<file path="src/rtl/lcwr_pkg.sv">
// Package for the load-cell weight reporter: shared types and constants.
// No dependencies; used by every module in rtl/ except lcwr_checker.
package lcwr_pkg;

    localparam int RAW_W    = 24;
    localparam int DIV_W    = 16;
    localparam int KG_W     = 8;
    localparam int GRAMS_W  = 28;
    localparam int DIGIT_W  = 4;
    localparam int HIGH_W   = 8;
    localparam int LOW_W    = 7;
    localparam int CFG_IDX_W = 2;

    // register indexes on the configuration port
    localparam logic [CFG_IDX_W-1:0] CFG_TARE_OFFSET     = 2'd0;
    localparam logic [CFG_IDX_W-1:0] CFG_COUNTS_PER_UNIT = 2'd1;
    localparam logic [CFG_IDX_W-1:0] CFG_MAX_KILOGRAMS   = 2'd2;

    localparam logic [RAW_W-1:0] TARE_RESET = 24'd0;
    localparam logic [DIV_W-1:0] CPU_RESET  = 16'd228;
    localparam logic [KG_W-1:0]  MAXKG_RESET = 8'd95;

    // x / 10 == (x * RECIP_10) >> RECIP_SHIFT for every 24-bit x
    localparam logic [RAW_W-1:0] RECIP_10    = 24'hCCCCCD;
    localparam int               RECIP_SHIFT = 27;
    localparam int               QUO_W       = 2 * RAW_W - RECIP_SHIFT;

    localparam int NUM_DIGITS = 4;
    localparam logic [RAW_W-1:0] ALARM_QUOTIENT = 24'd10000; // 100000 g / 10
    localparam logic [HIGH_W-1:0] HIGH_BASE     = 8'd100;
    localparam logic [LOW_W-1:0]  NEAR_LIMIT    = 7'd10;
    localparam logic [3:0]        REPEAT_LIMIT  = 4'd10;

    localparam int QUEUE_DEPTH = 2;

    typedef logic [RAW_W-1:0] net_t;

    typedef struct packed {
        logic [DIV_W-1:0] counts_per_unit;
        logic [KG_W-1:0]  max_kilograms;
    } cfg_t;

    typedef struct packed {
        logic [GRAMS_W-1:0] weight_grams;
        logic [DIGIT_W-1:0] tens_kg;
        logic [DIGIT_W-1:0] units_kg;
        logic [DIGIT_W-1:0] tenths_kg;
        logic [DIGIT_W-1:0] hundredths_kg;
        logic [HIGH_W-1:0]  high_report_byte;
        logic [LOW_W-1:0]   low_report_byte;
        logic               report_valid;
        logic               overload_alarm;
    } result_t;

endpackage

</file>
<file path="src/rtl/lcwr_queue.sv">
// Short queue of net counts between front and back ends.
// Depends on lcwr_pkg.
module lcwr_queue (
    input  logic           aclk,
    input  logic           aresetn,
    input  logic           in_valid,
    output logic           in_ready,
    input  lcwr_pkg::net_t in_data,
    output logic           out_valid,
    input  logic           out_ready,
    output lcwr_pkg::net_t out_data
);

    localparam int PTR_W = $clog2(lcwr_pkg::QUEUE_DEPTH);
    localparam int CNT_W = $clog2(lcwr_pkg::QUEUE_DEPTH + 1);

    lcwr_pkg::net_t   mem [lcwr_pkg::QUEUE_DEPTH];
    logic [PTR_W-1:0] wptr_reg;
    logic [PTR_W-1:0] rptr_reg;
    logic [CNT_W-1:0] count_reg;
    logic             push;
    logic             pop;

    assign in_ready  = (count_reg != CNT_W'(lcwr_pkg::QUEUE_DEPTH));
    assign out_valid = (count_reg != '0);
    assign out_data  = mem[rptr_reg];
    assign push      = in_valid && in_ready;
    assign pop       = out_valid && out_ready;

    function automatic logic [PTR_W-1:0] ptr_inc(input logic [PTR_W-1:0] p);
        if (p == PTR_W'(lcwr_pkg::QUEUE_DEPTH - 1)) begin
            return '0;
        end
        return p + 1'b1;
    endfunction

    always_ff @(posedge aclk) begin
        if (!aresetn) begin
            wptr_reg  <= '0;
            rptr_reg  <= '0;
            count_reg <= '0;
        end else begin
            if (push) begin
                wptr_reg <= ptr_inc(wptr_reg);
            end
            if (pop) begin
                rptr_reg <= ptr_inc(rptr_reg);
            end
            if (push && !pop) begin
                count_reg <= count_reg + 1'b1;
            end else if (pop && !push) begin
                count_reg <= count_reg - 1'b1;
            end
        end
    end

    always_ff @(posedge aclk) begin
        if (push) begin
            mem[wptr_reg] <= in_data;
        end
    end

endmodule

</file>
<file path="config.mk">
export PLATFORM = sky130hd
export DESIGN_NAME = lcwr_queue
export DESIGN_NICKNAME = d
export VERILOG_FILES = /design/src/rtl/lcwr_pkg.sv /design/src/rtl/lcwr_queue.sv
export SDC_FILE = /design/constraint.sdc
export NUM_CORES = 1
export LEC_CHECK = 0
export BUFFER_PORTS_ARGS = -buffer_cell sky130_fd_sc_hd__buf_2
export CORE_ASPECT_RATIO = 0.5
export CORE_MARGIN = 1.5
export CORE_UTILIZATION = 40
export DETAILED_ROUTE_END_ITERATION = 16
export PLACE_DENSITY = 0.66
export SLEW_MARGIN = 20
export SYNTH_ARGS = -nofsm -noshare
export SYNTH_HDL_FRONTEND = slang
export SYNTH_SLANG_ARGS = --single-unit
</file>
<file path="constraint.sdc">
create_clock -name aclk -period 1.6 [get_ports aclk]
set_input_delay 0.16 -clock aclk [delete_from_list [all_inputs] [get_ports aclk]]
set_output_delay 0.16 -clock aclk [all_outputs]
set_load 0.03 [all_outputs]
</file>
After elaboration in Yosys (flattened, before gate mapping):

Memories as Yosys holds them, arrays and structs flattened. A register that Yosys moved wholly into a read port is not among the register bits.
Index checks and enable logic that the tools add are counted.

* flip-flop bits (word level): 4
* bits in writable memories: 48
* input port bits: 28
* output and inout bits: 26
* memories kept: 1
* logic and storage cells: 33

* equal/unequal tests: 1
* reduce and logical (&&, ||, !) cells: 8
* muxes and demuxes: 16
* add/subtract/negate cells: 4

Memory list
* mem: depth 2, width 24, read ports 1, clocked after Yosys merged registers in 1, wr ports 1, RTL line lcwr_queue.sv:17 `lcwr_pkg::net_t mem [lcwr_pkg::QUEUE_DEPTH];`

Operators by type and width (number)
* $mux 1: 14
* $logic_and 1x1->1: 4
* $mux 2: 2
* $reduce_bool 2->1: 2
* $add 1x1->1 const B: 2
* $add 2x1->2 const B: 1
* $logic_not 1->1: 2
* $ne 2x2->1 const B: 1
* $sub 2x1->2 const B: 1

Depth between registers and ports, before layout:

Gate-level depths: netlist of run 1.

* depth after elaboration: 7
* depth in mapped cells: 6

Least setup slack after synthesis of run 1:

OpenSTA, ideal clock, no wires.

* kind: register to register
* from: reg count_reg[0]
* to: mem mem[1][0] (netlist name) (enable)
* clock period less this slack: 1665 ps
* path buffers: 0
* slack: -65 ps
* arrival time: 1282 ps
* required time: 1217 ps
* stages on the path, launching flop included: 3
* path through: dfxtp_1 -> nand2b_4 -> and3_1

* longest elaborated chain between the ends: 4

Ends and longest elaborated chain
* start, declared: RTL line lcwr_queue.sv:20 `logic [CNT_W-1:0] count_reg;`
* start signal, assigned: RTL line lcwr_queue.sv:50 `count_reg <= count_reg + 1'b1;`
* start signal, assigned: RTL line lcwr_queue.sv:52 `count_reg <= count_reg - 1'b1;`
* $ne 2x2->1: RTL line lcwr_queue.sv:24 `assign in_ready = (count_reg != CNT_W'(lcwr_pkg::QUEUE_DEPTH));`
* net in_ready: RTL line lcwr_queue.sv:7 `output logic in_ready,`
* $logic_and 1x1->1: RTL line lcwr_queue.sv:27 `assign push = in_valid && in_ready;`
* $mux 1: RTL line lcwr_queue.sv:58 `if (push) begin`
* $mux 1 (not written as such): RTL line lcwr_queue.sv:59 `mem[wptr_reg] <= in_data;`
* end, declared: RTL line lcwr_queue.sv:17

The timed path passes the listed nets, and every way through them passes these cells.

==> results of run 1 <==
==> worst max path at each step <==
stage / end / from / cells past startpoint / slack, ps
after global placement: count_reg[1] / count_reg[0] / 5 / 100
after CTS: count_reg[1] / count_reg[1] / 5 / 20
final: out_data[13] / flip-flop / 3 / 60
after global routing: count_reg[1] / count_reg[0] / 6 / -20
after detailed placement: count_reg[1] / count_reg[0] / 5 / 30
after floorplan: mem[0][0] / count_reg[0] / 3 / 30
==> logic make-up (layout without fill, tap and decap cells) <==
kind of cell / after synthesis / in the layout
DFF: 53 / 53
AOI/OAI and AO/OA: 5 / 5
muxes: 24 / 24
buffers and inverters: 4 / 67
and+or+nand+nor: 9 / 9
adders and majority gates: 1 / 1
xor gates and xnor gates: 3 / 3
==> where the power goes <==
group	internal, mW	leakage (nW)	switching [mW]
Combinational	0.558	0.391	0.830
Clock	0.312	0.0395	0.388
Sequential	1.74	0.490	0.0740
==> cells in the mapped netlist <==
cell type	n
a21bo_2	1
a21boi_0	1
a21boi_1	1
and2_1	4
and3_1	1
buf_2	3
dfxtp_1	5
edfxtp_1	48
ha_1	1
inv_1	1
mux2_2	24
nand2b_4	1
nand3b_1	1
o21ai_0	1
o21ai_1	1
or2_2	1
or3_1	1
xnor2_1	2
xor2_1	1
==> through the flow <==
| step | setup slack (ps) | instance area, sq um | cells | utilization |
|---|---|---|---|---|
| finish | 59.7 | 2460 | 228 | 0.540 |
| global route | -18.9 | 2460 | 228 | 0.540 |
| CTS | 20.1 | 2430 | 228 | 0.535 |
| detailed placement | 26.8 | 2350 | 220 | 0.517 |
| global placement | 98.5 | 2350 | 220 | 0.517 |
| floorplan | 29.7 | 1970 | 99 | - |
==> worst register-to-register path, cell delays in order, from the launching register on <==
cell and delay [ps]:
dfxtp_2 360, nand2b_4 160, and2_1 190, ha_4 160, xor2_1 140, or3_1 310
a21boi_1 140
==> what timing repair did <==
| item | CTS | global route |
|---|---|---|
| endpoints found under the setup margin | 1 | 12 |
| setup buffers | 0 | 0 |
| resized for setup | 1 | 4 |
==> final cells by class <==
type / instances / area [sq um]
fillers: 399 / 2100
flip-flops and latches: 53 / 1540
multi-input cells: 42 / 423
repair buffers: 58 / 323
clock buffers: 8 / 80.1
inverters: 1 / 3.75
well taps: 66 / 82.6
==> routing by layer <==
metal,up-vias,wire [um]
met5,-,0
met4,0,21
met3,3,170
met2,21,1690
met1,513,1270
li1,504,-
==> results.json, run 1 <==
{
  "cap_viol_max_count": 0,
  "path_max_fanout": 13,
  "grt_use_met1": 0.132,
  "syn2layout_area_growth_pct": 24.7,
  "outcome": "complete, no violations",
  "synthAdderAreaFrac": 0.00635,
  "cp_slowest_cell": "dfxtp_1",
  "r2r_cells": 6,
  "setup_viol": 0,
  "synth.yosys.seq_area_share": 0.783,
  "slew_headroom": 0.802,
  "critPathRequiredTime_ps": 1440,
  "syn_area_sq_um": 1970,
  "clk_pin_slew_ps": 90,
  "synthSimpleGateAreaFrac": 0.0330,
  "syn_area_per_cell_sq_um": 19.9,
  "synth_warnings": 0,
  "syn_inst": 99,
  "cp_slowest_stage_delay_ps": 370,
  "ios": 54,
  "largest_register_ffs": 48,
  "power_density_nw_per_um2": 1590,
  "worst_slew_pin_slew_ps": 295,
  "place.gp.congestion": 0.677,
  "synth-compound-area-share": 0.0178,
  "finalPower_mw": 3.90,
  "r2r-start": "count_reg[0]",
  "yosysTopAreaCell": "edfxtp_1",
  "core_area_sq_um": 4550,
  "final_common_cell": "buf_2",
  "hpwl_mm": 2.17,
  "tns_ps": 0,
  "rsz0062_at_grt": "yes",
  "post-route-period-util": 0.963,
  "grt_first_pass_wirelength_mm": 4.64,
  "cp-start-kind": "flip-flop",
  "synthesis.nets": 128,
  "r2r_end": "count_reg[1]",
  "synth-xor-area-share": 0.0133,
  "yosys_register_bits": 53,
  "h-tree-depth": 2,
  "layout.nets": 190,
  "grt_max_degree": 25,
  "synth_top_family_by_area": "multiplexers",
  "r2r_slack_ps": 70,
  "final_antenna_net_count": 0,
  "io_buffers": 53,
  "synth_mux_area_frac": 0.137,
  "grt_pass1_vias": 1002,
  "drc": 0,
  "finalMaxSlewViolations": 0,
  "cts_hold_buffers": 0,
  "end_kind": "output pin",
  "cts_root_buf": "clkbuf_8",
  "drt-initial-drc-count": 26,
  "overflow": 0,
  "max_freq_ghz": 0.649,
  "die_h_um": 52.6,
  "cts_made_buffers": 5,
  "crit_family": "flip-flops",
  "wl_mm": 3.15,
  "most-common-layout-cells": "buf_2 (53), edfxtp_1 (48), mux2_2 (24)",
  "rows": 17,
  "min_period_ps": 1540,
  "clk_path_buf_depth": 2,
  "drive_above_1_share": 0.580,
  "routed_via_density": 4.57,
  "dieArea_sq_um": 5380,
  "dr.pass1.iters": 4,
  "arrival_ps": 1380,
  "dieWidth_um": 102,
  "hold-path-endpoint": "mem[1][21]",
  "start_util": 0.433,
  "grtUsageMet2": 0.224,
  "holdPathStages": 1,
  "worstHoldStart": "in_data[21]",
  "hp-class": "in2reg",
  "vias": 1041,
  "cts_tree": "yes",
  "cp_num_buf_inv": 2,
  "worstSetupPathType": "reg2out",
  "hold_ws_ps": 48.4,
  "antenna_cells": 0,
  "antenna_found_initial": 0,
  "synth_top_area_share": 0.732,
  "skew_ps": 6.87,
  "grt-busiest-layer": "met2",
  "met3_usage": 0.0427,
  "synth_cell_types": 19,
  "path_cells": "buf_6 > mux2_2 > buf_2",
  "grtUsageTotal": 0.123,
  "clock-sinks": 53,
  "clock_latency_ps": 290,
  "wl_per_cell_um": 13.8,
  "ys_top_cells_by_area": "edfxtp_1 (73%), mux2_2 (14%), dfxtp_1 (5.1%)",
  "p_leak_nw": 0.921,
  "peakVddDrop_mv": 0.801,
  "hold_viol_final": 0
}
Power figures use the tool's default switching activity.
==> run 2, diff against run 1 <==
Settings changed: CORE_ASPECT_RATIO 0.5 to 2.
==> results.json, run 2 (synthesis gave the netlist of run 1 again) <==
{
  "outcome": "complete, no violations",
  "dr.pass1.iters": 4,
  "final_common_cell": "buf_2",
  "grt_max_degree": 16,
  "grt_first_pass_wirelength_mm": 4.93,
  "clock_power_share": 0.171,
  "cp_slowest_stage_delay_ps": 350,
  "r2r_slack_ps": 80,
  "place.gp.congestion": 0.675,
  "grtUsageMet2": 0.246,
  "skew_ps": 4.56,
  "r2r-start": "count_reg[0]",
  "vias": 1070,
  "grtUsageTotal": 0.133,
  "pre_cts_slack_ps": 20.9,
  "antenna_cells": 0,
  "slew_headroom": 0.864,
  "power.switching_mw": 1.29,
  "worst_slew_pin_slew_ps": 205,
  "most-common-layout-cells": "buf_2 (53), edfxtp_1 (48), mux2_2 (24)",
  "peakVddDrop_mv": 0.875,
  "power_density_nw_per_um2": 1590,
  "min_period_ps": 1540,
  "antenna_found_initial": 0,
  "layout.nets": 192,
  "die_h_um": 102,
  "r2r_cells": 6,
  "routed_via_density": 4.86,
  "wl_per_cell_um": 15.0,
  "cp-start-kind": "flip-flop",
  "hold_viol_final": 0,
  "worstHoldStart": "in_data[5]",
  "r2r_end": "count_reg[1]",
  "final_core_util": 0.507,
  "p_leak_nw": 0.926,
  "cts_tree": "yes",
  "post_cts_resized": 0,
  "h-tree-depth": 2,
  "largest_register_ffs": 48,
  "drive_above_1_share": 0.589,
  "grt_use_met1": 0.118,
  "cap_viol_max_count": 0,
  "cp_slowest_cell": "dfxtp_1",
  "start_util": 0.409,
  "drt-initial-drc-count": 11,
  "rows": 36,
  "clock_latency_ps": 300,
  "max_freq_ghz": 0.649,
  "clock-sinks": 53,
  "hold-path-endpoint": "mem[0][5]",
  "dieWidth_um": 52.6,
  "cts_hold_buffers": 0,
  "setup_ws_ps": 59.5,
  "p_int_mw": 2.60,
  "arrival_ps": 1380,
  "wl_mm": 3.30,
  "io_buffers": 53,
  "cp_num_buf_inv": 2,
  "grt-busiest-layer": "met2",
  "pwr-share-seq": 0.465,
  "hp-class": "in2reg",
  "path_cells": "buf_4 > mux2_2 > buf_2",
  "hpwl_mm": 2.41,
  "cts_made_buffers": 5,
  "ios": 54,
  "clk_pin_slew_ps": 80,
  "worstSetupPathType": "reg2out",
  "swShare": 0.332,
  "post-route-period-util": 0.963,
  "met3_usage": 0.0453,
  "crit_family": "buffers and inverters",
  "core_area_sq_um": 4820,
  "drc": 0,
  "grt_pass1_vias": 1127,
  "clk_path_buf_depth": 2,
  "overflow": 0,
  "critPathRequiredTime_ps": 1440,
  "final_antenna_net_count": 0,
  "holdPathStages": 1,
  "cts_root_buf": "clkbuf_8",
  "comb_power_share": 0.364,
  "setup_viol": 0,
  "end_kind": "output pin",
  "syn2layout_area_growth_pct": 24.1,
  "dieArea_sq_um": 5380,
  "finalMaxSlewViolations": 0,
  "path_max_fanout": 11,
  "postCtsSetupBuffers": 0,
  "finalPower_mw": 3.89
}
run 2: cell types whose count changed in the layout (fill, tap and decap cells not counted):
cell	before	now
clkinv_1	0	1
o21ai_1	1	0
buf_12	1	0
clkbuf_1	3	1
dfxtp_4	0	1
dfxtp_2	2	0
buf_4	2	6
o21ai_2	0	1
buf_6	2	1
dfxtp_1	3	4
run 2: worst max-delay path by stage:
| stage | to | cells past startpoint | slack, ps | start |
|---|---|---|---|---|
| 3_3_place_gp | count_reg[1] | 5 | 120 | count_reg[1] |
| 5_1_grt | out_data[1] | 3 | -7 | flip-flop |
| 3_5_place_dp | count_reg[1] | 5 | 20 | count_reg[1] |
| 6_report | out_data[1] | 3 | 60 | flip-flop |
| 4_1_cts | count_reg[1] | 5 | 0.5 | count_reg[1] |
| 2_1_floorplan | mem[0][0] | 3 | 30 | count_reg[0] |
run 2: worst reg2reg max path: cells and delay by family, from the launching register on:
kind            cells  cell delay (ps)
fa+ha+maj           1              160
xor+xnor            1              140
simple gates        3              660
flops               1              320
compound gates      1              160
run 2: layout make-up:
cell class                 count  area, sq um
inverter                       1         3.75
clock buffer                   6         72.6
fill                         428         2370
sequential                    53         1550
timing repair buffer          60          322
clock inverter                 1         3.75
multi-input combinational     42          427
tap                           57         71.3
run 2: per-layer routing:
| layer | up-vias | wire, um |
|---|---|---|
| li1 | 503 | - |
| met1 | 527 | 1090 |
| met2 | 33 | 1930 |
| met3 | 7 | 202 |
| met4 | 0 | 81 |
| met5 | - | 0 |
run 2: through the flow:
stage               hold slack (ps)  area (sq um)  setup TNS [ps]  std cells
finish                         41.3          2440               0        220
CTS                            30.4          2420               0        220
detailed placement              351          2340               0        213
global route                   32.5          2440           -12.4        220
global placement                349          2340               0        213
floorplan                       259          1970               0         99
run 2: power groups by stage:
stage                     logic (mW)  clock network [mW]  registers [mW]
final                           1.41               0.666            1.81
after global routing            1.52               0.741            1.83
after CTS                       1.41               0.701            1.80
after detailed placement        1.40                   0            1.83
after global placement          1.36                   0            1.82
after floorplan                 1.01                   0            1.82
