File: src/rtl/lcwr_pkg.sv
// Package for the load-cell weight reporter: shared types and constants.
// No dependencies; used by every module in rtl/ except lcwr_checker.
package lcwr_pkg;

    localparam int RAW_W    = 24;
    localparam int DIV_W    = 16;
    localparam int KG_W     = 8;
    localparam int GRAMS_W  = 28;
    localparam int DIGIT_W  = 4;
    localparam int HIGH_W   = 8;
    localparam int LOW_W    = 7;
    localparam int CFG_IDX_W = 2;

    // register indexes on the configuration port
    localparam logic [CFG_IDX_W-1:0] CFG_TARE_OFFSET     = 2'd0;
    localparam logic [CFG_IDX_W-1:0] CFG_COUNTS_PER_UNIT = 2'd1;
    localparam logic [CFG_IDX_W-1:0] CFG_MAX_KILOGRAMS   = 2'd2;

    localparam logic [RAW_W-1:0] TARE_RESET = 24'd0;
    localparam logic [DIV_W-1:0] CPU_RESET  = 16'd228;
    localparam logic [KG_W-1:0]  MAXKG_RESET = 8'd95;

    // x / 10 == (x * RECIP_10) >> RECIP_SHIFT for every 24-bit x
    localparam logic [RAW_W-1:0] RECIP_10    = 24'hCCCCCD;
    localparam int               RECIP_SHIFT = 27;
    localparam int               QUO_W       = 2 * RAW_W - RECIP_SHIFT;

    localparam int NUM_DIGITS = 4;
    localparam logic [RAW_W-1:0] ALARM_QUOTIENT = 24'd10000; // 100000 g / 10
    localparam logic [HIGH_W-1:0] HIGH_BASE     = 8'd100;
    localparam logic [LOW_W-1:0]  NEAR_LIMIT    = 7'd10;
    localparam logic [3:0]        REPEAT_LIMIT  = 4'd10;

    localparam int QUEUE_DEPTH = 2;

    typedef logic [RAW_W-1:0] net_t;

    typedef struct packed {
        logic [DIV_W-1:0] counts_per_unit;
        logic [KG_W-1:0]  max_kilograms;
    } cfg_t;

    typedef struct packed {
        logic [GRAMS_W-1:0] weight_grams;
        logic [DIGIT_W-1:0] tens_kg;
        logic [DIGIT_W-1:0] units_kg;
        logic [DIGIT_W-1:0] tenths_kg;
        logic [DIGIT_W-1:0] hundredths_kg;
        logic [HIGH_W-1:0]  high_report_byte;
        logic [LOW_W-1:0]   low_report_byte;
        logic               report_valid;
        logic               overload_alarm;
    } result_t;

endpackage

File: src/rtl/lcwr_front.sv
// Front end: takes raw counts, removes the tare and registers the net count.
// Depends on lcwr_pkg.
module lcwr_front (
    input  logic                    aclk,
    input  logic                    aresetn,
    input  logic                    in_valid,
    output logic                    in_ready,
    input  logic [lcwr_pkg::RAW_W-1:0] raw_count,
    input  logic [lcwr_pkg::RAW_W-1:0] tare_offset,
    output logic                    out_valid,
    input  logic                    out_ready,
    output lcwr_pkg::net_t          out_net
);

    logic           valid_reg;
    lcwr_pkg::net_t net_reg;
    lcwr_pkg::net_t net_next;

    // negative difference clamps to zero
    assign net_next = (raw_count >= tare_offset) ? (raw_count - tare_offset) : '0;

    assign in_ready  = !valid_reg || out_ready;
    assign out_valid = valid_reg;
    assign out_net   = net_reg;

    always_ff @(posedge aclk) begin
        if (!aresetn) begin
            valid_reg <= 1'b0;
        end else if (in_ready) begin
            valid_reg <= in_valid;
        end
    end

    always_ff @(posedge aclk) begin
        if (in_valid && in_ready) begin
            net_reg <= net_next;
        end
    end

endmodule

File: config.mk
export PLATFORM = sky130hd
export DESIGN_NAME = lcwr_front
export DESIGN_NICKNAME = d
export VERILOG_FILES = /design/src/rtl/lcwr_pkg.sv /design/src/rtl/lcwr_front.sv
export SDC_FILE = /design/constraint.sdc
export NUM_CORES = 1
export LEC_CHECK = 0
export BUFFER_PORTS_ARGS = -buffer_cell sky130_fd_sc_hd__buf_2
export CAP_MARGIN = 40
export CELL_PAD_IN_SITES_DETAIL_PLACEMENT = 1
export CELL_PAD_IN_SITES_GLOBAL_PLACEMENT = 1
export CORE_MARGIN = 2
export CORE_UTILIZATION = 34
export CTS_BUF_LIST = sky130_fd_sc_hd__clkbuf_8
export DETAILED_ROUTE_END_ITERATION = 10
export HOLD_SLACK_MARGIN = 0.1
export PLACE_DENSITY = 0.8
export SKIP_CTS_REPAIR_TIMING = 1
export SLEW_MARGIN = 20
export SYNTH_ARGS = -nofsm -noshare
export SYNTH_HDL_FRONTEND = slang
export SYNTH_SLANG_ARGS = --single-unit
File: constraint.sdc
create_clock -name aclk -period 2.4 [get_ports aclk]
set_input_delay 0.48 -clock aclk [delete_from_list [all_inputs] [get_ports aclk]]
set_output_delay 0.48 -clock aclk [all_outputs]
set_load 0.05 [all_outputs]
[Word-level counts from Yosys, hierarchy flattened]
Cells that the tools add are included.
Word-level totals
  register bits: 25
  bits in latches: 0
  bits in writable memories: 0
  ROM bits: 0
  input bits: 52
  output and inout port bits: 26
  logic and storage cells: 7
  memories kept: 0
Cells by class
  add/sub/neg operators: 1
  multipliers: 0
  divide/modulo/power cells: 0
  $lt $le $gt $ge: 1
  equality and inequality tests: 0
  shifts and indexed selects: 0
  multiplexer cells: 0
  bitwise logic cells: 0
  reduce and logical (&&, ||, !) cells: 3
Operator list (count)
  24-bit >= comparator: 1
  24-bit subtractor: 1
  1-bit logical AND: 1
  1-bit zero test: 1
  1-bit logical OR: 1

[Depth between registers and ports, before layout]
Gate-level depths: netlist of run 1.
  depth in word-level cells: 3
  depth in mapped cells: 10
  mapped depth without buffers: 10

[Least setup slack after synthesis of run 1]
Ideal clock, no wire load.
  path type: input to register
  start: input port tare_offset[4] (netlist bit)
  end: register net_reg[23], in the netlist out_net[23] (data pin)
  library setup time: 260 ps
  arrival time: 2342 ps
  data required time: 2140 ps
  slack: -202 ps
  stages: 9
  path buffers: 0
  cells stage by stage: inv_1 -> ha_1 -> nand2_1 -> a211o_1 -> a211oi_2 -> o211ai_2 -> o21a_1 -> o31ai_2 -> mux2_2
On the way
  cells in the longest elaborated chain, start to end: 1
  elaborated cells on any way between the ends: 2
  classes of those cells: 1 x add/sub; 1 x order compare
Ends and longest elaborated chain
  start, declared: RTL line lcwr_front.sv:9  | input logic [lcwr_pkg::RAW_W-1:0] tare_offset,
  24-bit subtractor / 24-bit >= comparator (equally long branches): RTL line lcwr_front.sv:20  | assign net_next = (raw_count >= tare_offset) ? (raw_count - tare_offset) : '0;
  end signal, assigned: RTL line lcwr_front.sv:36  | net_reg <= net_next;
  end, declared: RTL line lcwr_front.sv:16  | lcwr_pkg::net_t net_reg;
Several ways; a longest one is shown, not always the timed one.
A chain may end at the register's enable or synchronous reset.

[Final worst setup path of run 1]
  start: input port tare_offset[1] (netlist bit)
  end: register net_reg[23], in the netlist out_net[23] (data pin)
The elaborated chain is that of the path after synthesis.

==> results of run 1 <==
-- layout by cell type, fill, tap and decap left out, drive strengths merged, types with 4 or more instances in the layout --
master and n:
buf 143, nor2 31, inv 29, a21oi 29, edfxtp 24, ha 24
nand2 19, o21ai 11, xor2 9, nand3 6, o21a 6, and2 6
xnor2 5, nand2b 5, a21o 5, o211ai 4, a31oi 4, nor3 4
-- state kept, by name, summed over array words and instances (netlist names) --
| signal | flops |
|---|---|
| out_valid | 1 |
| out_net | 24 |
-- worst max-delay path: stages --
cell and delay (ps):
buf_6 110, inv_12 30, ha_4 270, nand2b_4 60
a211o_1 290, a211oi_2 260, o211ai_2 130, o21a_2 270
o31ai_4 210, mux2_4 320
-- worst min-delay path by stage --
| stage | to | cells past startpoint | startpoint | slack, ps |
|---|---|---|---|---|
| detailed placement | out_valid | 2 | out_valid | 560 |
| global placement | out_valid | 2 | out_valid | 510 |
| global route | out_valid | 2 | aresetn | 480 |
| floorplan | out_valid | 2 | in_valid | 620 |
| CTS | out_valid | 2 | aresetn | 470 |
| finish | out_valid | 2 | aresetn | 470 |
-- routing by layer --
layer / GRT usage (%) / vias up / wire length (um)
met2: 36.6 / 80 / 3980
met1: 25.0 / 1179 / 3240
li1: - / 1214 / -
met4: 3.46 / 0 / 97
met3: 1.85 / 10 / 373
met5: 0 / - / 0
-- area by class of cell --
class	instances	area share [%]
Tap cell	77	2.78
Clock inverter	1	0.217
Sequential cell	25	21.4
Timing Repair Buffer	143	25.9
Multi-Input combinational cell	200	45.0
Clock buffer	3	1.19
Inverter	29	3.50
-- stage by stage --
| stage | util, % | instances | cell area [sq um] | setup TNS, ps | setup slack (ps) |
|---|---|---|---|---|---|
| after floorplan | - | 259 | 2310 | -196 | -100 |
| after global placement | 51.2 | 471 | 3250 | -4870 | -361 |
| after detailed placement | 51.2 | 471 | 3250 | -6650 | -458 |
| after CTS | 51.9 | 475 | 3300 | -921 | -169 |
| after global routing | 54.6 | 478 | 3470 | -173 | -51.8 |
| final | 54.6 | 478 | 3470 | 0 | 5.74 |
-- cells by family (layout without fill, tap and decap cells) --
logic type | count (synthesis) | in the layout | synth area share (%)
AO/OA/AOI/OAI | 77 | 77 | 22.6
XOR/XNOR | 14 | 14 | 5.49
adder cells (fa/ha/maj) | 25 | 25 | 14.3
buffers and inverters | 34 | 176 | 6.33
flip-flops | 25 | 25 | 33.2
multiplexers | 1 | 1 | 0.504
AND/OR/NAND/NOR | 83 | 83 | 17.5
-- power by group --
group	internal, mW	switching, mW	leakage (nW)
clock	0.118	0.144	0.0217
combinational	0.380	0.536	1.38
sequential	0.538	0.0125	0.248
==> reports/summary.txt, run 1 <==
Mapped Cells: 259
Outcome: finished, final reports clean
Syn_area_per_cell: 8.62 sq um
Reg-to-reg slack, setup: 1210 ps
Top-count cell post-synth: nor2_1
Clock sink total: 25
Crit path max fanout: 3
Port bufs: 77
# fillers: 779
Worst-case hold slack: 470 ps
Post-DP HPWL: 6130 um
RSZ-0062 raised after global routing: yes
Yosys top cell area share: 32.3%
CP endpoint: out_net[23]
Final period util: 99.8%
CTS tree: built
Vias: 2483
Core Rows: 29
Synthesis-to-finish area growth: 55.2%
Multi-input gate area: 1560 sq um
Clock Latency Late Sink: 270 ps
Net Count, Synth: 336
FF-to-FF End: out_net[16]
Routability Congestion: 0.889
Pwr per Cell Area: 499 nW/um^2
Vias per std cell: 5.19
Crit path kind: input pin to flop
Die span in y: 85.1 um
Clk buf depth: 2
Total wire length: 7690 um
Layout cells sized above 1: 46.9%
Worst EP required: 2430 ps
Worst vdd ir: 0.000338 V
Vias in the first global route: 2443
Core area: 6350 sq um
Antenna cells: 0
Root buf cell: clkbuf_8
Slew @ Worst Pin: 457 ps
Crit. End Element: flop
Total track usage: 19.7%
# H-tree levels: 1
Register area share after synthesis: 33.2%
Register area: 741 sq um
Crit path launch type: input pin
CTS buffer count: 3
Ys Warns: 0
Leak: 1.65 nW
CP arrival: 2430 ps
FF-to-FF path depth: 3
Hold WC Path Type: input pin to flop
GRT overflow: 0
Fin. Hold Viols: 0
Max Freq: 418 MHz
Residual DRC: 0
Crit path time final: 2390 ps
Nets: 479
FF-to-FF Start: out_valid
First-pass GRT wire length: 11600 um
Cell taking the most area after synthesis: edfxtp_1
Initial DRT Pass Iterations: 4
Antenna viol nets, final: 0
Largest net degree at the start of global routing: 25
Yosys cell types: 50
Post-synth EDFFs: 24
Initial DRC Count: 97
Initial antenna violation count: 0
Final Skew: 4.92 ps
Setup violations, final: 0
Max_cap viols: 0
Die Wd: 85.1 um
Power, Total: 1.73 mW
Ys flop type: edfxtp_1
Leading post-synthesis cells by instance count: 31 x nor2_1, 29 x inv_1, 28 x a21oi_1
Max-slew headroom: 69.5%
Initial Utilization: 35.2%
Yosys reg bits: 25
Final slew viol count: 0
Die area: 7230 sq um
CP startpoint: tare_offset[1]
WL/cell: 16.1 um
Clk slew on worst S/H paths: 90 ps
I/O pin total: 78
Ranking of synthesized cells by area: edfxtp_1 32%, ha_1 13%, a21oi_1 6.3%
Ys async rst share: 0%
Netlist Area Pre-Place: 2230 sq um
(Power assumes the default switching activity.)
==> inputs of run 2 (changes only) <==
- clock period: 2.4 -> 2.1 ns (I/O delays scaled with it)
==> run 2 against run 1 <==
The flow now finishes with violations (negative setup slack). Die area is the same. Cell area grew 17%. Clock power grew 11%. Cell count grew 4.4%. Non-clock buffer count grew 21. Register-to-register slack lost 360 ps. Critical path depth is the same. Flip-flop and latch count is the same. Highest routed layer unchanged.
==> reports/summary.txt, run 2 (same netlist as run 1, synthesis figures left out) <==
DP Area: 3330 sq um
Clk slew on worst S/H paths: 80 ps
Setup violations, final: 24
Pwr per Cell Area: 569 nW/um^2
CTS tree: built
Vias per std cell: 5.47
Crit-path max cell delay: 340 ps
FF-to-FF End: out_net[18]
CTS buffer count: 3
Hold WC Path Type: input pin to flop
Total track usage: 19.7%
Core Rows: 29
Max Freq: 420 MHz
Crit. End Element: flop
Clock Latency Late Sink: 280 ps
Fin. Hold Viols: 0
Crit path time final: 2380 ps
Final Util: 63.9%
CP arrival: 2410 ps
Max reg flops: 24
Violated checks: negative setup slack
Crit path kind: input pin to flop
Commonest non-fill, non-tap cell in the layout: buf_4
Residual DRC: 0
Die area: 7230 sq um
Largest net degree at the start of global routing: 25
Hold endpoint: out_valid
Most frequent cells in the layout: 79 x buf_4, 71 x buf_2, 25 x inv_1
Fin area: 4060 sq um
RSZ-0062 raised after global routing: yes
WL/cell: 21.9 um
Die Wd: 85.1 um
Initial antenna violation count: 0
Post-DP HPWL: 6080 um
Nets: 500
Worst-path cell chain: buf_2 > inv_2 > ha_4 > nor2_1 > a211o_1 > a211oi_4 > o211ai_2 > o21a_1 > o31ai_2 > mux2_4
CP max stage cell: a211o_1
Final Skew: 8.63 ps
Worst vdd ir: 0.000731 V
GRT overflow: 0
Vias in the first global route: 2661
Worst EP required: 2130 ps
Final slew viol count: 0
Core area: 6350 sq um
Total wire length: 10900 um
Antenna viol nets, final: 0
Leak: 1.85 nW
Reg-to-reg slack, setup: 850 ps
Initial DRT Pass Iterations: 4
Synthesis-to-finish area growth: 81.7%
Layout cells sized above 1: 59.5%
Die span in y: 85.1 um
Antenna cells: 0
First-pass GRT wire length: 11700 um
Crit path launch type: input pin
Max_cap viols: 0
FF-to-FF path depth: 3
Clk buf depth: 2
Power, Total: 2.31 mW
Slew @ Worst Pin: 423 ps
Hold depth: 2
Max-slew headroom: 71.7%
Final worst slack: -280 ps
Root buf cell: clkbuf_8
Port bufs: 77
I/O pin total: 78
Clock sink total: 25
# H-tree levels: 1
# fillers: 708
Routability Congestion: 0.879
Final period util: 113%
FF-to-FF Start: out_valid
Crit path max fanout: 4
Outcome: finished with violations
Initial Utilization: 35.2%
Min-delay src: aresetn
Vias: 2729
Initial DRC Count: 117
-- run 2: cell count changes in the layout (fill, tap and decap cells not counted), moves of 4 or more --
cell     delta
nor2_4     +14
buf_6       +8
a21oi_1     -7
a31oi_4     +4
buf_2       -5
a21oi_2     +6
nor2_1     -16
buf_4      +14
-- run 2: power by group --
part,switching (mW),internal [mW],total [mW]
combinational,0.808,0.576,1.38
sequential,0.0164,0.615,0.632
clock,0.161,0.131,0.292
-- run 2: critical path: cells and delay by family --
| family | cells | cell delay [ps] |
|---|---|---|
| AOI/OAI and AO/OA | 5 | 1210 |
| adders and majority gates | 1 | 270 |
| buffers and inverters | 2 | 130 |
| muxes | 1 | 330 |
| and+or+nand+nor | 1 | 40 |
-- run 2: stage by stage --
step                std cells  worst slack, ps  hold slack, ps  TNS [ps]
floorplan                 259             -340             559     -4750
global placement          483             -600             506    -11080
detailed placement        483             -719             552    -13000
CTS                       487             -436             406     -6300
global route              499             -352             420     -5560
finish                    499             -280             428     -4250
-- run 2: layout make-up --
type | instances | area (sq um) | share of cell area [%]
flip-flops and latches | 25 | 741 | 18.3
multi-input cells | 200 | 1900 | 46.7
clock buffers | 3 | 41.3 | 1.02
inverters | 29 | 124 | 3.05
clock inverters | 1 | 3.75 | 0.0925
well taps | 77 | 96.3 | 2.37
repair buffers | 164 | 1150 | 28.5
-- run 2: per-layer routing --
layer  part of all wire (%)  global-route usage (%)  vias to the layer above
li1                       -                       -                     1253
met1                     39                    24.3                     1323
met2                     51                    37.3                      113
met3                    5.6                    1.07                       40
met4                    4.5                    4.76                        0
met5                      0                       0                        -
-- run 2: how the worst max path moves through the flow --
stage              startpoint           to
6_report       tare_offset[2]  out_net[23]
5_1_grt        tare_offset[9]  out_net[23]
4_1_cts        tare_offset[1]  out_net[23]
3_5_place_dp   tare_offset[1]  out_net[23]
3_3_place_gp   tare_offset[1]  out_net[23]
2_1_floorplan  tare_offset[1]  out_net[23]
==> inputs of run 3 (changes only) <==
- ABC_AREA: default -> 1
- CORE_UTILIZATION: 34 -> 33
- PLACE_DENSITY: 0.8 -> 0.79
==> run 3 against run 2 <==
The run now ends clean. Largest power group unchanged. Sequential power about the same. Register-to-register slack gained 120 ps. Synthesized area grew 32%. Sequential share of layout area is 0.40 points higher. Cell count increased by 49%. Clock skew shrank 4.4 ps. First-iteration DRC count down 32%. Power fell by 13%. Critical path type unchanged. Non-clock buffer count decreased by 27. Critical path depth grew 4. Clock-buffer cell count did not move.
==> reports/summary.txt, run 3 <==
Routability Congestion: 0.851
Crit path kind: input pin to flop
Antenna cells: 0
Leading post-synthesis cells by instance count: 197 x nand2_1, 142 x inv_1, 33 x nor2_1
Die area: 9690 sq um
Yosys cell types: 22
Adder-cell share of the synthesized area: 10.9%
Register area share after synthesis: 25.2%
Port bufs: 77
CTS buffer count: 3
Max reg flops: 24
# H-tree levels: 1
Compound-Gate Fraction of Synth Area: 2.72%
Ranking of synthesized cells by area: nand2_1 25%, edfxtp_1 24%, inv_1 18%
Layout cells sized above 1: 25.3%
Mux contribution to synthesized area: 0%
Final period util: 92.3%
Max_cap viols: 0
Core Rows: 34
CTS tree: built
Crit path launch type: input pin
Clk slew on worst S/H paths: 90 ps
Fin. Hold Viols: 0
DP Area: 3900 sq um
Outcome: finished, final reports clean
Netlist Area Pre-Place: 2940 sq um
Nets: 714
Clock sink total: 25
Final slew viol count: 0
Setup violations, final: 0
Worst-path cell chain: buf_2 > inv_1 > ha_1 > fa_2 > inv_2 > nand3_1 > nand2_2 > nand2_1 > nand2_2 > nand2_1 > nand4_4 > buf_12 > nand2_1 > nor2_1
Root buf cell: clkbuf_8
Main combinational cell family by area after synthesis: simple AND/OR/NAND/NOR gates
Final Skew: 4.27 ps
Vias: 3334
Vias in the first global route: 3473
Worst-case hold slack: 394 ps
Yosys top cell area share: 25.1%
I/O pin total: 78
CP max stage cell: fa_2
WP buf/inv: 4
Leak: 2.56 nW
Syn_area_per_cell: 5.92 sq um
Fin cells: 744
Slew @ Worst Pin: 309 ps
GRT overflow: 0
Crit-path max cell delay: 380 ps
Ys flop type: edfxtp_1
Total track usage: 19.4%
Worst vdd ir: 0.000204 V
Cell taking the most area after synthesis: nand2_1
Max Freq: 516 MHz
Clock Latency Late Sink: 270 ps
Final worst slack: 162 ps
Final Util: 45.8%
Antenna viol nets, final: 0
Worst EP required: 2230 ps
Hold WC Path Type: input pin to flop
Synthesis-to-finish area growth: 34.9%
Fin area: 3970 sq um
Die Wd: 98.4 um
Most frequent cells in the layout: 197 x nand2_1, 142 x inv_1, 77 x buf_2
Fin Setup TNS: 0 ps
Initial Utilization: 33.9%
Post-synth EDFFs: 24
Core area: 8680 sq um
Crit. End Element: flop
CP top delay family: simple AND/OR/NAND/NOR gates
WL/cell: 12.3 um
Initial DRC Count: 80
CP arrival: 2070 ps
Most used cell along the critical path: nand2_1
Max-slew headroom: 79.4%
RSZ-0062 raised after global routing: yes
First-pass GRT wire length: 15400 um
Residual DRC: 0
Power, Total: 2.01 mW
Initial DRT Pass Iterations: 4
Post-synthesis simple-gate area fraction: 39.8%
Pwr per Cell Area: 507 nW/um^2
Top-count cell post-synth: nand2_1
XOR/XNOR share of the synthesized area: 2.38%
Dpl ws: -242 ps
Initial antenna violation count: 0
Crit path max fanout: 12
Commonest non-fill, non-tap cell in the layout: nand2_1
Vias per std cell: 4.48
Net Count, Synth: 574
Crit path time final: 1940 ps
Ys async rst share: 0%
Total wire length: 9160 um
Die span in y: 98.4 um
Ys Warns: 0
Mapped Cells: 497
Yosys reg bits: 25
Clk buf depth: 2
Post-DP HPWL: 8160 um
Inst Count DP: 739
Largest net degree at the start of global routing: 25
-- run 3: changes by cell type in the layout (fill, tap and decap cells not counted), moves of 10 or more --
cell / before / now
nand2_1: 17 / 197
a21oi_2: 11 / 1
nand3_1: 5 / 24
inv_1: 25 / 142
buf_4: 79 / 58
nor2_4: 14 / 1
nor2_1: 15 / 32
-- run 3: kinds of logic (layout without fill, tap and decap cells) --
logic type / count (synthesis) / count (layout)
simple gates: 280 / 280
buf+inv: 144 / 283
fa+ha+maj: 25 / 25
flops: 25 / 25
compound gates: 15 / 15
xor+xnor: 8 / 8
-- run 3: power breakdown --
group / switching (mW) / internal (mW) / leakage, nW
registers: 0.0143 / 0.617 / 0.248
clock network: 0.150 / 0.131 / 0.0269
logic: 0.689 / 0.412 / 2.29
-- run 3: cell type report --
cell class / count / area, sq um
inverters: 142 / 533
well taps: 108 / 135
clock buffers: 3 / 41.3
fillers: 1253 / 4710
flip-flops and latches: 25 / 741
clock inverters: 1 / 3.75
multi-input cells: 328 / 1650
repair buffers: 137 / 866
-- run 3: path summary, 6_finish.rpt --
path                                   start     endpoint  slack [ps]  depth (start not counted)
worst max-delay path            raw_count[0]  out_net[18]         160                         14
worst min-delay path                 aresetn    out_valid         390                          2
worst max register to register     out_valid   out_net[2]         970                          2
worst min register to register     out_valid    out_valid         540                          2
-- run 3: per-layer routing --
layer	up-vias	share of wire (%)	GRT usage, %
li1	1736	-	-
met1	1518	47	25.0
met2	67	48	35.3
met3	13	3.3	1.56
met4	0	1.6	4.53
met5	-	0	0
-- run 3: worst reg2reg max path, stage by stage, from the launching register on --
cell and delay (ps):
dfxtp_1 340, a21oi_2 140, buf_4 320
